===== src/rtl/core/rar_pkg.sv =====
// ---------------------------------------------------------------------------
// rar_pkg
// shared types and codes for the rational arithmetic reduction core
// ---------------------------------------------------------------------------
package rar_pkg;

   localparam int unsigned MAG_W = 33;
   localparam int unsigned PRD_W = 66;

   typedef enum logic [1:0] {
      OP_ADD = 2'd0,
      OP_SUB = 2'd1,
      OP_MUL = 2'd2,
      OP_DIV = 2'd3
   } op_type;

   typedef enum logic [1:0] {
      ST_OK      = 2'd0,
      ST_ZERO_DEN = 2'd1,
      ST_DIV_ZERO = 2'd2,
      ST_OVERFLOW = 2'd3
   } status_type;

   typedef struct packed {
      logic [1:0]         op;
      logic signed [31:0] a_num;
      logic signed [31:0] a_den;
      logic signed [31:0] b_num;
      logic signed [31:0] b_den;
   } req_type;

   typedef struct packed {
      logic signed [31:0] res_num;
      logic [30:0]        res_den;
      logic [1:0]         status;
      logic               a_greater;
      logic               a_equal;
   } rsp_type;

   // classified work handed from front to back
   typedef struct packed {
      logic             neg;
      logic [PRD_W-1:0] n_mag;
      logic [PRD_W-1:0] d_mag;
      logic [1:0]       status;
      logic             a_greater;
      logic             a_equal;
   } job_type;

endpackage


===== src/rtl/core/rar_back.sv =====
// ---------------------------------------------------------------------------
// rar_back
// euclidean gcd, two divisions by the gcd and the range check
// ---------------------------------------------------------------------------
module rar_back
   import rar_pkg::*;
#(
   parameter int unsigned W = 32
) (
   input  logic    clock,
   input  logic    reset,
   input  logic    job_valid,
   output logic    job_ready,
   input  job_type job_in,
   output logic    out_valid,
   input  logic    out_ready,
   output rsp_type out_item
);

   localparam int unsigned CW = $clog2(PRD_W + 1);

   typedef enum logic [2:0] {B_IDLE, B_GCD, B_DIVN, B_DIVD, B_CHK, B_OUT} bstate_type;

   bstate_type       state_ff;
   job_type          job_ff;
   logic [PRD_W-1:0] x_ff, y_ff, g_ff, rn_ff, rd_ff;
   // shared restoring divider: num / den, one quotient bit a cycle
   logic [PRD_W-1:0] dn_ff, dd_ff, q_ff, rem_ff;
   logic [CW-1:0]    cnt_ff;
   logic             dgcd_ff;
   rsp_type          rsp_ff;

   logic [PRD_W:0]   trial;
   logic [PRD_W-1:0] rsh;
   assign rsh   = {rem_ff[PRD_W-2:0], dn_ff[PRD_W-1]};
   assign trial = {rem_ff[PRD_W-1], rsh} - {1'b0, dd_ff};

   logic [PRD_W-1:0] lim;
   assign lim = PRD_W'(1) << (W - 1);

   assign job_ready = (state_ff == B_IDLE);
   assign out_valid = (state_ff == B_OUT);
   assign out_item  = rsp_ff;

   always_ff @(posedge clock) begin
      if (reset) begin
         state_ff <= B_IDLE;
      end else begin
         case (state_ff)
            B_IDLE: if (job_valid) begin
               job_ff <= job_in;
               if (job_in.status != ST_OK) begin
                  rsp_ff.res_num   <= '0;
                  rsp_ff.res_den   <= '0;
                  rsp_ff.status    <= job_in.status;
                  rsp_ff.a_greater <= job_in.a_greater;
                  rsp_ff.a_equal   <= job_in.a_equal;
                  state_ff <= B_OUT;
               end else begin
                  x_ff <= job_in.n_mag;
                  y_ff <= job_in.d_mag;
                  dgcd_ff <= 1'b1;
                  cnt_ff <= '0;
                  state_ff <= B_GCD;
               end
            end
            B_GCD: begin
               // one x mod y per pass of the divider
               if (y_ff == '0) begin
                  g_ff <= (x_ff == '0) ? PRD_W'(1) : x_ff;
                  dn_ff <= job_ff.n_mag;
                  dd_ff <= (x_ff == '0) ? PRD_W'(1) : x_ff;
                  rem_ff <= '0; q_ff <= '0; cnt_ff <= '0;
                  state_ff <= B_DIVN;
               end else if (cnt_ff == '0 && dgcd_ff) begin
                  dn_ff <= x_ff; dd_ff <= y_ff; rem_ff <= '0; q_ff <= '0;
                  cnt_ff <= CW'(PRD_W); dgcd_ff <= 1'b0;
               end else if (cnt_ff != '0) begin
                  dn_ff <= dn_ff << 1;
                  if (!trial[PRD_W]) rem_ff <= trial[PRD_W-1:0];
                  else rem_ff <= rsh;
                  cnt_ff <= cnt_ff - CW'(1);
               end else begin
                  x_ff <= y_ff; y_ff <= rem_ff; dgcd_ff <= 1'b1;
               end
            end
            B_DIVN, B_DIVD: begin
               if (cnt_ff != CW'(PRD_W)) begin
                  dn_ff <= dn_ff << 1;
                  q_ff  <= {q_ff[PRD_W-2:0], !trial[PRD_W]};
                  if (!trial[PRD_W]) rem_ff <= trial[PRD_W-1:0];
                  else rem_ff <= rsh;
                  cnt_ff <= cnt_ff + CW'(1);
               end else if (state_ff == B_DIVN) begin
                  rn_ff <= q_ff;
                  dn_ff <= job_ff.d_mag; dd_ff <= g_ff;
                  rem_ff <= '0; q_ff <= '0; cnt_ff <= '0;
                  state_ff <= B_DIVD;
               end else begin
                  rd_ff <= q_ff;
                  state_ff <= B_CHK;
               end
            end
            B_CHK: begin
               rsp_ff.a_greater <= job_ff.a_greater;
               rsp_ff.a_equal   <= job_ff.a_equal;
               if (rd_ff > lim - PRD_W'(1) ||
                   (job_ff.neg ? (rn_ff > lim) : (rn_ff > lim - PRD_W'(1)))) begin
                  rsp_ff.res_num <= '0;
                  rsp_ff.res_den <= '0;
                  rsp_ff.status  <= ST_OVERFLOW;
               end else begin
                  rsp_ff.res_num <= job_ff.neg ? -rn_ff[31:0] : rn_ff[31:0];
                  rsp_ff.res_den <= rd_ff[30:0];
                  rsp_ff.status  <= ST_OK;
               end
               state_ff <= B_OUT;
            end
            B_OUT: if (out_ready) state_ff <= B_IDLE;
            default: state_ff <= B_IDLE;
         endcase
      end
   end

endmodule


===== config.mk =====
export PLATFORM = sky130hd
export DESIGN_NAME = rar_back
export DESIGN_NICKNAME = d
export VERILOG_FILES = /design/src/rtl/core/rar_pkg.sv /design/src/rtl/core/rar_back.sv
export SDC_FILE = /design/constraint.sdc
export NUM_CORES = 1
export LEC_CHECK = 0
export BUFFER_PORTS_ARGS = -buffer_cell sky130_fd_sc_hd__buf_2
export CAP_MARGIN = 20
export CORE_ASPECT_RATIO = 1.75
export CORE_MARGIN = 2
export CORE_UTILIZATION = 60
export DETAILED_ROUTE_END_ITERATION = 10
export MAX_ROUTING_LAYER = met4
export PLACE_DENSITY = 0.79
export SETUP_SLACK_MARGIN = 0.4
export SYNTH_ARGS = -nofsm -noshare
export SYNTH_HDL_FRONTEND = slang
export SYNTH_SLANG_ARGS = --single-unit

===== constraint.sdc =====
create_clock -name clock -period 30.1 [get_ports clock]
set_clock_uncertainty 0.1 [all_clocks]
set_input_delay 6.02 -clock clock [delete_from_list [all_inputs] [get_ports clock]]
set_output_delay 6.02 -clock clock [all_outputs]
set_load 0.005 [all_outputs]

==> out/summary.log <==
[power] sum of internal, switching and leakage power 4.372 mW
[worst_setup_path] launch instance of the worst register-to-register path y_ff[52]
[logic_synthesis] Ys Warns 0
[logic_synthesis] cell type contributing the most total cell area after synthesis sky130_fd_sc_hd__edfxtp_1
[die] number of placement rows 120
[global_route] GRT Residual Overflow 0
[worst_setup_path] Slowest cell on crit path sky130_fd_sc_hd__buf_4
[global_route] vias in the first global route 27.07k
[cells_and_area] number of flip-flops under the largest register name 135
[logic_synthesis] Async S/R FF share, synth 0
[clock_network] clock network latency to the later pin of the worst-skew pair 0.64 ns
[worst_setup_path] r2r setup slk 24.45 ns
[worst_setup_path] classification of the worst setup path input pin to flip-flop
[sta] Final Max Tran Viols 0
[placed_design] buffers added on ports 209
[power] pwr/cell area 106.6 nW/um^2
[sta] min setup slack post-route 20.89 ns
[power] reported leakage power 15.33 nW
[clock_network] deepest clock path buffer count 3
[detailed_routing] via count 26.59k
[worst_setup_path] most numerous cell on the critical path sky130_fd_sc_hd__buf_4
[sta] timing-limited maximum frequency 108.6 MHz
[sta] crit share post-route 0.3060
[worst_setup_path] Worst Setup End Kind flip-flop
[placed_design] pre-CTS worst setup slack 20.31 ns
[clock_network] TritonCTS Buffers 71
[logic_synthesis] top area cells in the synthesized netlist sky130_fd_sc_hd__edfxtp_1 65%, sky130_fd_sc_hd__nand2_1 9.1%, sky130_fd_sc_hd__a21oi_1 3.7%, sky130_fd_sc_hd__ha_1 2.4%, sky130_fd_sc_hd__clkbuf_1 2.2%
[logic_synthesis] cell area after synthesis 37210 um^2
[logic_synthesis] adder-cell share of the synthesized area 0.02441
[worst_setup_path] cell type group with the largest total delay on the critical path buffers and inverters
[cells_and_area] commonest non-fill, non-tap cells in the layout 898 x sky130_fd_sc_hd__nand2_1, 804 x sky130_fd_sc_hd__edfxtp_1, 274 x sky130_fd_sc_hd__a21oi_1, 209 x sky130_fd_sc_hd__buf_2, 127 x sky130_fd_sc_hd__o21ai_0
[logic_synthesis] share of synthesized area occupied by flip-flops and latches 0.6505
[clock_network] clock root buffer sky130_fd_sc_hd__clkbuf_16
[worst_hold_path] Hold Path Sink rd_ff[35]
[detailed_routing] Final Routed Wirelength 96670 um
[clock_network] Sink Count 807
[cells_and_area] NumNets Final 3606
[sta] Final Hold Violating Endpoints 0
[worst_hold_path] worst hold path cell count 0
[outcome] run status complete, no violations
[global_route] pin count of the biggest net entering global routing 239
[global_route] number of antenna violations at the first check in global routing 5
[worst_hold_path] origin of the worst min-delay path q_ff[35]
[placed_design] HPWL Detailed 63790 um
[power] highest ir drop seen on vdd 78.26 uV
[logic_synthesis] number of synthesized flops with an enable pin 804
[worst_setup_path] cell breakdown of the critical path buf_2 > or4_1 > a21oi_4 > buf_4 > buf_4
[clock_network] # resized after CTS 0
[sta] RSZ-0062 raised after global routing false
[sta] Tightest Pin Transition 1.240 ns
[logic_synthesis] simple-gate area share of the yosys netlist 0.1554
[logic_synthesis] most used flip-flop cell after synthesis sky130_fd_sc_hd__edfxtp_1
[sta] summed negative setup slack over all endpoints 0 ns
[worst_setup_path] Max FO, Critical Path 64
[worst_setup_path] worst reg2reg endpoint dn_ff[22]
[sta] Relative slew margins 0.1734
[placed_design] weighted congestion at the end of routability-driven global placement 0.9475
[die] I/O pin count 210
[clock_network] hold bufs inserted after CTS 0
[logic_synthesis] Yosys reg bits 807
[logic_synthesis] area share of the largest cell type after synthesis 0.6489
[detailed_routing] Routed Antenna Nets 0
[detailed_routing] drt pass-1 iters 8
[die] Initial Util 0.6074
[logic_synthesis] number of nets in the synthesized netlist 3549
[logic_synthesis] instance count of the mapped netlist 3336
[clock_network] TritonCTS clock tree built
[worst_setup_path] worst endpoint data arrival time 9.36 ns
[sta] count of endpoints failing setup in the final report 0
[worst_hold_path] Worst Hold Class flip-flop to flip-flop
[worst_setup_path] count of cells along the worst register-to-register path 8
[cells_and_area] Largest Register job_ff
[worst_setup_path] worst endpoint required time 30.25 ns
[die] Die Footprint 64100 um^2
[logic_synthesis] XOR/XNOR share of the synthesized area 0.02166
[logic_synthesis] dominant combinational cell family by area after synthesis simple AND/OR/NAND/NOR gates
[cells_and_area] area grow syn2layout 10.22%
[worst_setup_path] number of buffers and inverters on the critical path 3
[global_route] overall track demand over capacity in global routing 0.3102
[detailed_routing] average routed wire per standard cell 22.74 um
[logic_synthesis] Post-Synthesis Mean Instance Area 11.15 um^2
[detailed_routing] number of remaining DRC errors 0
[logic_synthesis] complex-gate fraction of the synthesized area 0.1107
[sta] clock period minus worst slack 9.210 ns
[die] overall die width 192.2 um
[clock_network] clock-pin transition on the worst setup and hold timing paths 0.07 ns
[die] Chip Height 333.4 um
[job] maxcap violations 0
[worst_setup_path] startpoint class of the critical path input pin
[detailed_routing] violation count after the first detailed-route iteration 2463
[worst_setup_path] max incr delay on CP 0.87 ns
[clock_network] total number of H-tree levels 3
[cells_and_area] fraction of layout cells with a size suffix above 1 0.1108
[cells_and_area] most common cell after layout, fill and taps aside sky130_fd_sc_hd__nand2_1
[clock_network] setup fix buffers added after clock tree synthesis 0
[global_route] global-route wire length before repair 147600 um
[die] Core Box Area 61260 um^2
[detailed_routing] detail-routed via count per cell 6.254
[logic_synthesis] number of different library cells in the post-synthesis netlist 73
[logic_synthesis] multiplexer area fraction after synthesis 0.001446
-- kinds of logic (layout without fill, tap and decap cells) --
kind of cell	count (synthesis)	after routing
XOR/XNOR	92	92
flip-flops	807	807
adder cells (fa/ha/maj)	72	72
AND/OR/NAND/NOR	1331	1331
multiplexers	5	5
other	0	9
buffers and inverters	341	454
AO/OA/AOI/OAI	688	688
-- through the flow --
stage	instances	cell area [um^2]	utilization	hold slack, ns
finish	4251	41010	0.6694	0.3652
global route	4247	41000	0.6693	0.3786
CTS	4241	40960	0.6686	0.3613
detailed placement	4112	38620	0.6305	0.3531
global placement	4112	38620	0.6305	0.3386
floorplan	3336	37210	-	0.3215
-- per-layer routing --
layer	GRT usage	wire, um	vias up
li1	-	-	12100
met1	0.3381	34420	13000
met2	0.5498	52010	1190
met3	0.04230	5567	295
met4	0.1532	4672	0
met5	-	0	-
-- Yosys cell counts, drive strengths merged (41+ instances only) --
library cell  instances
buf                  43
inv                  83
xnor2                41
clkbuf              215
a211oi               79
xor2                 51
a31oi                80
o21ai               140
nand2               900
nor2                115
nor4                 61
edfxtp              804
a21oi               276
and3                 76
ha                   71
-- report_power, final --
| group | switching [mW] | internal (mW) | total, mW |
|---|---|---|---|
| clock network | 0.420 | 0.511 | 0.931 |
| logic | 1.09 | 0.544 | 1.64 |
| registers | 0.162 | 1.64 | 1.81 |
-- cell type report --
| cell class | count | area (um^2) |
|---|---|---|
| flip-flops and latches | 807 | 24200 |
| fillers | 4502 | 20250 |
| multi-input cells | 2188 | 11820 |
| clock buffers | 84 | 1868 |
| repair buffers | 242 | 1326 |
| well taps | 793 | 992.2 |
| clock inverters | 45 | 470.5 |
| inverters | 83 | 311.5 |
| diodes | 9 | 22.52 |
-- worst max-delay path by stage --
stage,slack (ns),from,endpoint,depth (start not counted)
3_3_place_gp,20.48,reset,rem_ff[8],5
4_1_cts,20.97,reset,dn_ff[23],5
5_1_grt,20.82,reset,dn_ff[27],5
6_report,20.89,reset,dn_ff[22],5
3_5_place_dp,20.31,reset,dn_ff[20],5
2_1_floorplan,10.04,job_in[3],x_ff[0],3
No activity file was read; power rests on OpenSTA's default activity.
