<file path="src/rtl/core/rar_pkg.sv">
// ---------------------------------------------------------------------------
// rar_pkg
// shared types and codes for the rational arithmetic reduction core
// ---------------------------------------------------------------------------
package rar_pkg;

   localparam int unsigned MAG_W = 33;
   localparam int unsigned PRD_W = 66;

   typedef enum logic [1:0] {
      OP_ADD = 2'd0,
      OP_SUB = 2'd1,
      OP_MUL = 2'd2,
      OP_DIV = 2'd3
   } op_type;

   typedef enum logic [1:0] {
      ST_OK      = 2'd0,
      ST_ZERO_DEN = 2'd1,
      ST_DIV_ZERO = 2'd2,
      ST_OVERFLOW = 2'd3
   } status_type;

   typedef struct packed {
      logic [1:0]         op;
      logic signed [31:0] a_num;
      logic signed [31:0] a_den;
      logic signed [31:0] b_num;
      logic signed [31:0] b_den;
   } req_type;

   typedef struct packed {
      logic signed [31:0] res_num;
      logic [30:0]        res_den;
      logic [1:0]         status;
      logic               a_greater;
      logic               a_equal;
   } rsp_type;

   // classified work handed from front to back
   typedef struct packed {
      logic             neg;
      logic [PRD_W-1:0] n_mag;
      logic [PRD_W-1:0] d_mag;
      logic [1:0]       status;
      logic             a_greater;
      logic             a_equal;
   } job_type;

endpackage

</file>
<file path="src/rtl/core/rar_queue.sv">
// ---------------------------------------------------------------------------
// rar_queue
// two-entry queue between the front and the back
// ---------------------------------------------------------------------------
module rar_queue
   import rar_pkg::*;
(
   input  logic    clock,
   input  logic    reset,
   input  logic    wr_valid,
   output logic    wr_ready,
   input  job_type wr_data,
   output logic    rd_valid,
   input  logic    rd_ready,
   output job_type rd_data
);

   job_type    mem [2];
   logic       wp_ff, rp_ff;
   logic [1:0] cnt_ff;
   logic       wr, rd;

   assign wr_ready = (cnt_ff != 2'd2);
   assign rd_valid = (cnt_ff != 2'd0);
   assign rd_data  = mem[rp_ff];
   assign wr = wr_valid && wr_ready;
   assign rd = rd_valid && rd_ready;

   always_ff @(posedge clock) begin
      if (wr) mem[wp_ff] <= wr_data;
      if (reset) begin
         wp_ff <= 1'b0; rp_ff <= 1'b0; cnt_ff <= 2'd0;
      end else begin
         if (wr) wp_ff <= !wp_ff;
         if (rd) rp_ff <= !rp_ff;
         cnt_ff <= cnt_ff + 2'(wr) - 2'(rd);
      end
   end

endmodule

</file>
<file path="config.mk">
export PLATFORM = sky130hd
export DESIGN_NAME = rar_queue
export DESIGN_NICKNAME = d
export VERILOG_FILES = /design/src/rtl/core/rar_pkg.sv /design/src/rtl/core/rar_queue.sv
export SDC_FILE = /design/constraint.sdc
export NUM_CORES = 1
export LEC_CHECK = 0
export BUFFER_PORTS_ARGS = -buffer_cell sky130_fd_sc_hd__buf_4
export CORE_UTILIZATION = 55
export DETAILED_ROUTE_END_ITERATION = 10
export HOLD_SLACK_MARGIN = 0.12
export PLACE_DENSITY = 0.81
export REMOVE_ABC_BUFFERS = 1
export SETUP_SLACK_MARGIN = 0.5
export SYNTH_ARGS = -nofsm -noshare
export SYNTH_HDL_FRONTEND = slang
export SYNTH_SLANG_ARGS = --single-unit
export TNS_END_PERCENT = 20
</file>
<file path="constraint.sdc">
create_clock -name clock -period 7.35 [get_ports clock]
set_clock_uncertainty 0.15 [all_clocks]
set_input_delay 1.1025 -clock clock [delete_from_list [all_inputs] [get_ports clock]]
set_output_delay 1.1025 -clock clock [all_outputs]
set_load 0.1 [all_outputs]
</file>
==> results of run 1 <==
==> worst max-delay path: cells and delay by family, from the launching register on <==
family / cells / cell delay (ns)
flip-flops: 1 / 0.97
multiplexers: 1 / 0.42
buffers and inverters: 2 / 1.06
==> synthesized netlist by cell type <==
| library cell | number | area (sq um) |
|---|---|---|
| o21ai_0 | 2 | 10.0 |
| edfxtp_1 | 274 | 8230 |
| nor4_1 | 1 | 6.26 |
| nor4bb_1 | 1 | 10.0 |
| nor3_2 | 1 | 10.0 |
| or2_2 | 1 | 6.26 |
| ha_1 | 1 | 12.5 |
| mux2_2 | 73 | 822 |
| nand3_1 | 1 | 5.00 |
| xor2_1 | 1 | 8.76 |
| a21oi_1 | 1 | 5.00 |
| mux2_1 | 64 | 721 |
| a21bo_1 | 1 | 10.0 |
| o21ba_2 | 1 | 10.0 |
| o31a_1 | 1 | 8.76 |
| buf_2 | 2 | 10.0 |
| and3_1 | 2 | 12.5 |
| buf_4 | 13 | 97.6 |
| nor2_1 | 4 | 15.0 |
| dfxtp_1 | 5 | 100 |
| nor2b_1 | 2 | 12.5 |
| inv_1 | 1 | 3.75 |
| nand2b_1 | 1 | 6.26 |
| nand3b_1 | 1 | 7.51 |
==> power groups by stage <==
stage | combinational, mW | sequential [mW] | clock, mW
5_1_grt | 2.21 | 2.03 | 1.44
3_5_place_dp | 2.15 | 2.05 | 0
4_1_cts | 2.16 | 2.02 | 1.38
2_1_floorplan | 1.73 | 2.06 | 0
3_3_place_gp | 2.13 | 2.04 | 0
6_report | 2.15 | 2.01 | 1.35
==> sequential cells by signal, summed over array words and instances, names as in the netlist, named ones only <==
signal  count
cnt_ff      2
mem       274
rp_ff       1
wp_ff       1
==> area by class of cell <==
type / instances / area share
timing repair buffer: 282 / 0.159
multi-input combinational: 160 / 0.128
clock buffer: 38 / 0.0577
sequential: 279 / 0.625
tap: 229 / 0.0215
clock inverter: 14 / 0.00882
inverter: 1 / 0.000657
==> kinds of logic (layout without fill, tap and decap cells) <==
family / Yosys count / in the layout / synth area share
flip-flops: 279 / 279 / 0.821
AO/OA/AOI/OAI: 6 / 6 / 0.00432
multiplexers: 137 / 137 / 0.152
buffers and inverters: 16 / 335 / 0.0110
adder cells (fa/ha/maj): 1 / 1 / 0.00123
XOR/XNOR: 1 / 1 / 0.000864
AND/OR/NAND/NOR: 15 / 15 / 0.00901
==> routing by layer <==
layer  vias to the layer above  routed length (um)  global-route usage
li1                       2405                   -                   -
met1                      2580                7000               0.222
met2                       226                9860               0.338
met3                        40                1940              0.0662
met4                         0                 476              0.0670
met5                         -                   0                   0
==> worst max path at each step <==
stage | from | to | slack, ns | cells after the start
finish | flip-flop | rd_data[66] | 3.02 | 3
global route | flip-flop | rd_data[85] | 2.84 | 3
CTS | flip-flop | rd_data[85] | 2.98 | 3
detailed placement | flip-flop | rd_data[85] | 3.56 | 3
global placement | flip-flop | rd_data[85] | 3.60 | 3
floorplan | flip-flop | rd_data[102] | 1.74 | 1
==> metrics by stage <==
stage | cell area (sq um) | instances | setup WS [ns]
detailed placement | 12400 | 951 | 3.56
floorplan | 10000 | 440 | 1.74
global route | 13300 | 1003 | 2.84
global placement | 12400 | 951 | 3.60
finish | 13300 | 1003 | 3.02
CTS | 13300 | 1003 | 2.98
==> flow_summary.toml, run 1 <==
[flow_run]
max_cap_violations = 0

[global_route]
antenna_found_initial = 0
grt_max_degree = 85
track_usage = 0.194
grt_first_pass_wirelength_um = 27700
overflow = 0
first_global_vias = 5453

[critical_path]
arrival_ns = 3.08
worstReg2RegEnd = "mem[1][130]$_DFFE_PP_"
crit_path_end_kind = "primary output"
worstSetupStartpointType = "flip-flop"
reg2regPathDepth = 3
slowest_stage = "dfxtp_4"
critPathKind = "flip-flop to primary output"
max_stage_delay_ns = 0.97
required_ns = 6.10
cp_common_cell = "buf_4"
rrSetupSlack_ns = 4.45
cp_max_fo = 75
path_cells = "buf_4, mux2_1, buf_4"
rr_startpoint = "cnt_ff[0]$_SDFF_PP0_"

[floorplan]
die_h_um = 138
start_util = 0.562
die_area_sq_um = 19000
coreArea_sq_um = 18000
io_pins = 280
fp.dieW_um = 138
rows = 49

[cells_and_area]
seq_area_sq_um = 8330
multi_input_area_sq_um = 1700
drive_gt1_frac = 0.518
final_util = 0.740
mostFrequentLayoutCells = "282 x buf_4, 274 x edfxtp_1, 73 x mux2_2, 64 x mux2_1, 29 x clkbuf_16"
area_growth_pct = 31.5
diodes = 0
fillerInstances = 1053
final_common_cell = "buf_4"
nets = 894

[yosys]
yosysWarningCount = 0
syn_inst = 455
ys_types = 24
netlist_area_sq_um = 10100
yosysSeqAreaShare = 0.821
avgSynthCellArea_sq_um = 22.3
synth_seq_cells = 279

[clocking]
cts_max_level = 1
clock_sinks = 279
cts_tree = "built"
clock_latency_ns = 0.52
cts-root-buf = "clkbuf_16"
numCtsBuffers = 28
clockBufferDepth = 3
post_cts_buffers = 0
cts.clk_slew.worst_paths_ns = 0.06
cts_resized = 0
postCtsHoldBufs = 0

[power]
ir_drop_uv = 288
p_sw_frac = 0.419
clock_power_share = 0.245
switchingPower_mw = 2.31
pwr-share-comb = 0.389
cellPowerDensity_nw_per_um2 = 413
internal-power_mw = 3.20
p_total_mw = 5.51
leakage_nw = 4.98
pwr-share-seq = 0.366

[timing]
hold_violations = 0
max_clock_freq_mhz = 231
rsz0062_at_grt = "false"
period_needed_ns = 4.33
worst_hold_slack_ns = 0.360
finalSetupViolCount = 0
relSlewSlack = 0.228
post-route-period-util = 0.589
fin_setup_tns_ns = 0
drv_slew = 0
worstMarginPinSlew_ns = 1.16

[route]
first_iter_violations = 209
via_per_inst = 5.24
route.detailed.drc = 0
finalWirelength_um = 19300
postRouteAntennaNets = 0
drtPass1Iterations = 4
wl_per_cell_um = 19.2
vias = 5251

[outcome]
status = "completed"

[min_path]
worstHoldStart = "rp_ff$_SDFFE_PP0P_"
hold_path.class = "flip-flop to flip-flop"
hold_path_depth = 2

[placed_design]
hpwl_um = 12400
port-buffer-count = 279
gp_congestion = 0.694
Power figures use the tool's default switching activity.
==> inputs of run 2 (changes only) <==
Settings changed: ABC_AREA set to 1, CORE_UTILIZATION 55 to 52, PLACE_DENSITY 0.81 to 0.77.
Clock period 7.35 ns to 4.2 ns, I/O delays scaled along.
==> run 2 against run 1 <==
  * Register-to-register slack worse by 2.4 ns
  * Global-route usage decreased by 0.67 points
  * Routed wire length grew 0.35%
  * Worst hold slack got worse by 0.22 ns
  * Critical path type unchanged
  * Count of clock-buffer cells in the layout down 3
  * Utilization shrank 2.7 points
  * Design area is 1.3% higher
  * Final cell count up 4.5%
  * Critical path depth stayed put
==> flow_summary.toml, run 2 <==
[floorplan]
start_util = 0.538
rows = 50
coreArea_sq_um = 19000
io_pins = 280
die_area_sq_um = 20200
fp.dieW_um = 142
die_h_um = 142

[critical_path]
worstSetupStartpointType = "flip-flop"
crit_buf_inv = 2
critPathKind = "flip-flop to primary output"
crit_path_end_kind = "primary output"
slowest_stage = "dfxtp_4"
required_ns = 3.42
path_cells = "buf_12, mux2_2, buf_4"
arrival_ns = 2.39
max_stage_delay_ns = 0.76
cp_top_family = "flip-flops"
cp_max_fo = 71

[cells_and_area]
instances_no_fill = 1048
final_common_cell = "buf_4"
diodes = 0
area_growth_pct = 32.5
top_regs = "mem x274, cnt_ff x2"
nets = 908
final_util = 0.713
mostFrequentLayoutCells = "282 x buf_4, 274 x edfxtp_1, 137 x mux2_2, 29 x clkbuf_16"
largest_register_ffs = 274
drive_gt1_frac = 0.590
top_register = "mem"

[clocking]
numCtsBuffers = 28
cts_tree = "built"
postCtsHoldBufs = 1
cts-root-buf = "clkbuf_16"
cts_max_level = 1
clockBufferDepth = 3
cts.clk_slew.worst_paths_ns = 0.06
clock_latency_ns = 0.52
post_cts_buffers = 0
clock_sinks = 279
cts_resized = 0

[route]
first_iter_violations = 209
finalWirelength_um = 19300
route.detailed.drc = 0
postRouteAntennaNets = 0
wl_per_cell_um = 18.5
vias = 5257
drtPass1Iterations = 4
via_per_inst = 5.02

[placed_design]
gp_congestion = 0.708
dp_slack_ns = 1.53
place_inst = 991
port-buffer-count = 279
hpwl_um = 12600

[yosys]
yosys-top-cells-count = "274 x edfxtp_1, 137 x mux2_2, 10 x clkbuf_8, 9 x nor2_1"
synth-xor-area-share = 0.000859
synth_edf_count = 274
avgSynthCellArea_sq_um = 22.1
synth_top_cell_by_area = "edfxtp_1"
synth_top_area_share = 0.807
netlist_area_sq_um = 10200
synthAdderAreaFrac = 0.00123
synth_top_family_by_area = "multiplexers"
synthArstFlopShare = 0
syn_inst = 462
dominantRegCellSynth = "edfxtp_1"
yosysSeqAreaShare = 0.816
yosysWarningCount = 0
synth.area.mux_share = 0.151
ys_types = 13
yosysMostFrequentCell = "edfxtp_1"
synth-compound-area-share = 0.000981
synth_area_leaders = "edfxtp_1 81%, mux2_2 15%, clkbuf_8 1.3%"
yosys.area_share.simple = 0.00724
synth_seq_cells = 279

[timing]
post-route-period-util = 0.756
setup_ws_ns = 1.03
max_clock_freq_mhz = 315
drv_slew = 0
hold_violations = 0
period_needed_ns = 3.17
worstMarginPinSlew_ns = 0.965
finalSetupViolCount = 0
fin_setup_tns_ns = 0
relSlewSlack = 0.357
rsz0062_at_grt = "false"

[global_route]
track_usage = 0.187
overflow = 0
grt_max_degree = 139
first_global_vias = 5502
grt_first_pass_wirelength_um = 28800
antenna_found_initial = 0

[outcome]
status = "completed"

[min_path]
hold_path.class = "input port to flip-flop"

[flow_run]
max_cap_violations = 0
==> run 2: cell types whose count changed after synthesis, sizes merged, moves of 2 or more <==
cell    delta
and3       -2
buf       -10
clkbuf    +10
inv        +7
nand2      +8
nor2       +5
nor2b      -2
o21ai      -2
==> run 2: area by class of cell <==
type	instances	area [sq um]
clock buffer	35	748
clock inverter	17	206
fill	1167	5440
inverter	8	30.0
multi-input combinational	160	1660
sequential	279	8330
tap	260	325
timing repair buffer	289	2210
==> run 2: path summary, 6_finish.rpt <==
path	startpoint	end	slack [ns]	depth (start not counted)
worst min-delay path	wr_data[125]	mem[1][125]$_DFFE_PP_	0.14	1
worst max-delay path	flip-flop	rd_data[75]	1.03	3
worst min register to register	rp_ff$_SDFFE_PP0P_	rp_ff$_SDFFE_PP0P_	0.35	2
worst max register to register	cnt_ff[0]$_SDFF_PP0_	mem[0][24]$_DFFE_PP_	2.03	5
==> run 2: per-layer routing <==
layer,GRT usage,wire length (um)
met5,0,0
met4,0.0600,459
met3,0.0629,1840
met2,0.324,9930
met1,0.220,7110
==> run 2: cells by family (layout without fill, tap and decap cells) <==
kind of cell | after synthesis | after routing
mux | 137 | 137
xor+xnor | 1 | 1
buf+inv | 23 | 349
simple gates | 19 | 19
compound gates | 2 | 2
fa+ha+maj | 1 | 1
flops | 279 | 279
==> run 2: through the flow <==
step	cell area, sq um	hold slack (ns)
2_1_floorplan	10000	0.317
3_5_place_dp	12500	0.342
5_1_grt	13500	0.121
6_report	13500	0.139
3_3_place_gp	12500	0.330
4_1_cts	13500	0.123
Power of run 2 is not shown: default switching activity piles up to over one toggle a cycle in this logic, so the estimate is an artifact.
==> inputs of run 3 (changes only) <==
Settings changed: CORE_UTILIZATION 52 to 47, PLACE_DENSITY 0.77 to 0.74.
Clock period 4.2 ns to 2.8 ns, I/O delays scaled along.
==> run 3 against run 2 <==
  * Utilization is 3.3 points higher
  * Global-route usage rose by 1.6 points
  * First-iteration DRC count grew 36%
  * Via count grew 14%
  * Final cell count rose by 15%
  * Sequential share of layout area down 8.8 points
  * Critical path depth increased by 1
  * Design area grew 17%
==> flow_summary.toml, run 3 (synthesized netlist as in run 2, its figures left out) <==
[timing]
relSlewSlack = 0.641
rsz0062_at_grt = "true"
post-route-period-util = 0.863
max_clock_freq_mhz = 414
setup_ws_ns = 0.383
finalSetupViolCount = 0
drv_slew = 0
worstMarginPinSlew_ns = 0.538
hold_violations = 0
period_needed_ns = 2.42

[clocking]
cts_max_level = 1
cts-root-buf = "clkbuf_16"
cts_tree = "built"
clockBufferDepth = 3
numCtsBuffers = 28
clock_latency_ns = 0.53
cts.clk_slew.worst_paths_ns = 0.06
clock_sinks = 279

[critical_path]
required_ns = 2.23
cp_max_fo = 12
arrival_ns = 1.85
max_stage_delay_ns = 0.40
slowest_stage = "dfxtp_4"
crit_path_end_kind = "primary output"
worstSetupStartpointType = "flip-flop"
path_cells = "buf_12, clkbuf_16, mux2_2, buf_6"
critPathKind = "flip-flop to primary output"

[global_route]
overflow = 0
antenna_found_initial = 2
met3_usage = 0.0489
track_usage = 0.203
grt_max_degree = 91
grt_first_pass_wirelength_um = 34400
use_met2 = 0.381
met1_usage = 0.226
first_global_vias = 6576
busiest_layer = "met2"

[outcome]
status = "completed"

[cells_and_area]
drive_gt1_frac = 0.508
multi_input_area_sq_um = 1730
mostFrequentLayoutCells = "274 x edfxtp_1, 153 x buf_4, 139 x dlygate4sd3_1, 119 x mux2_2, 107 x buf_6"
final_common_cell = "edfxtp_1"
final_util = 0.745
top_regs = "mem x274, cnt_ff x2"
top_register = "mem"
nets = 1056
fillerInstances = 1126
stdcell_area_sq_um = 15800
seq_area_sq_um = 8330
area_growth_pct = 54.6
largest_register_ffs = 274

[route]
vias = 6004
route.detailed.drc = 0
first_iter_violations = 285
wl_per_cell_um = 20.2
via_per_inst = 4.98
finalWirelength_um = 24300
drtPass1Iterations = 5
postRouteAntennaNets = 0

[floorplan]
die_area_sq_um = 22300
coreArea_sq_um = 21200
io_pins = 280
die_h_um = 149
rows = 53
start_util = 0.482
fp.dieW_um = 149

[placed_design]
port-buffer-count = 279
dpl_cell_area_sq_um = 12600
dp_slack_ns = 0.643
gp_congestion = 0.741
hpwl_um = 12800

[power]
cellPowerDensity_nw_per_um2 = 1100
ir_drop_uv = 842
p_total_mw = 17.3
leakage_nw = 5.95

[min_path]
hold_path.class = "input port to flip-flop"

[flow_run]
max_cap_violations = 0
## run 3: cell count changes in the layout (fill, tap and decap cells not counted), moves of 4 or more
cell / before / now
buf_4: 282 / 153
mux2_4: 0 / 18
clkbuf_16: 29 / 33
bufinv_16: 5 / 0
mux2_2: 137 / 119
dlygate4sd3_1: 5 / 139
buf_8: 0 / 7
buf_12: 2 / 22
clkinv_2: 6 / 2
buf_6: 0 / 107
buf_16: 0 / 4
## run 3: layout make-up
cell class                      count  share of cell area
Antenna cell                        2            0.000317
Clock buffer                       34              0.0472
Clock inverter                     10             0.00302
Inverter                            8             0.00190
Multi-Input combinational cell    160               0.110
Sequential cell                   279               0.528
Tap cell                          275              0.0218
Timing Repair Buffer              437               0.288
## run 3: critical path: cells and delay by family (launching register included)
kind	cells	cell delay, ns
muxes	1	0.36
DFF	1	0.40
buffers and inverters	3	0.53
## run 3: what timing repair did
| action | CTS | global route |
|---|---|---|
| pin swaps | 0 | 0 |
| cloned | 2 | 5 |
| hold buffers | 139 | 0 |
| endpoints found under the setup margin | 137 | 136 |
| setup buffers | 5 | 0 |
| endpoints found under the hold margin | 279 | 0 |
| resized for setup | 83 | 106 |
## run 3: stage by stage
stage / cells / hold slack (ns) / TNS, ns
after floorplan: 447 / 0.317 / -1674.90
after global placement: 1008 / 0.334 / 0
after detailed placement: 1008 / 0.354 / 0
after global routing: 1205 / 0.307 / 0
final: 1205 / 0.257 / 0
after CTS: 1198 / 0.214 / 0
## run 3: power by group
part | switching [mW] | internal [mW]
clock | 1.45 | 1.86
combinational | 6.03 | 2.54
sequential | 0.165 | 5.30
total | 7.65 | 9.69
## run 3: path summary, 6_finish.rpt
kind,start,endpoint,slack (ns),cells past startpoint
max,flip-flop,rd_data[129],0.38,4
max reg2reg,cnt_ff[0]$_SDFF_PP0_,mem[0][118]$_DFFE_PP_,0.83,5
min,rd_ready,rp_ff$_SDFFE_PP0P_,0.26,5
min reg2reg,rp_ff$_SDFFE_PP0P_,rp_ff$_SDFFE_PP0P_,0.36,2
## run 3: routing by layer
metal | vias to the layer above | share of wire
li1 | 2721 | -
met1 | 2996 | 0.36
met2 | 241 | 0.54
met3 | 46 | 0.065
met4 | 0 | 0.029
met5 | - | 0
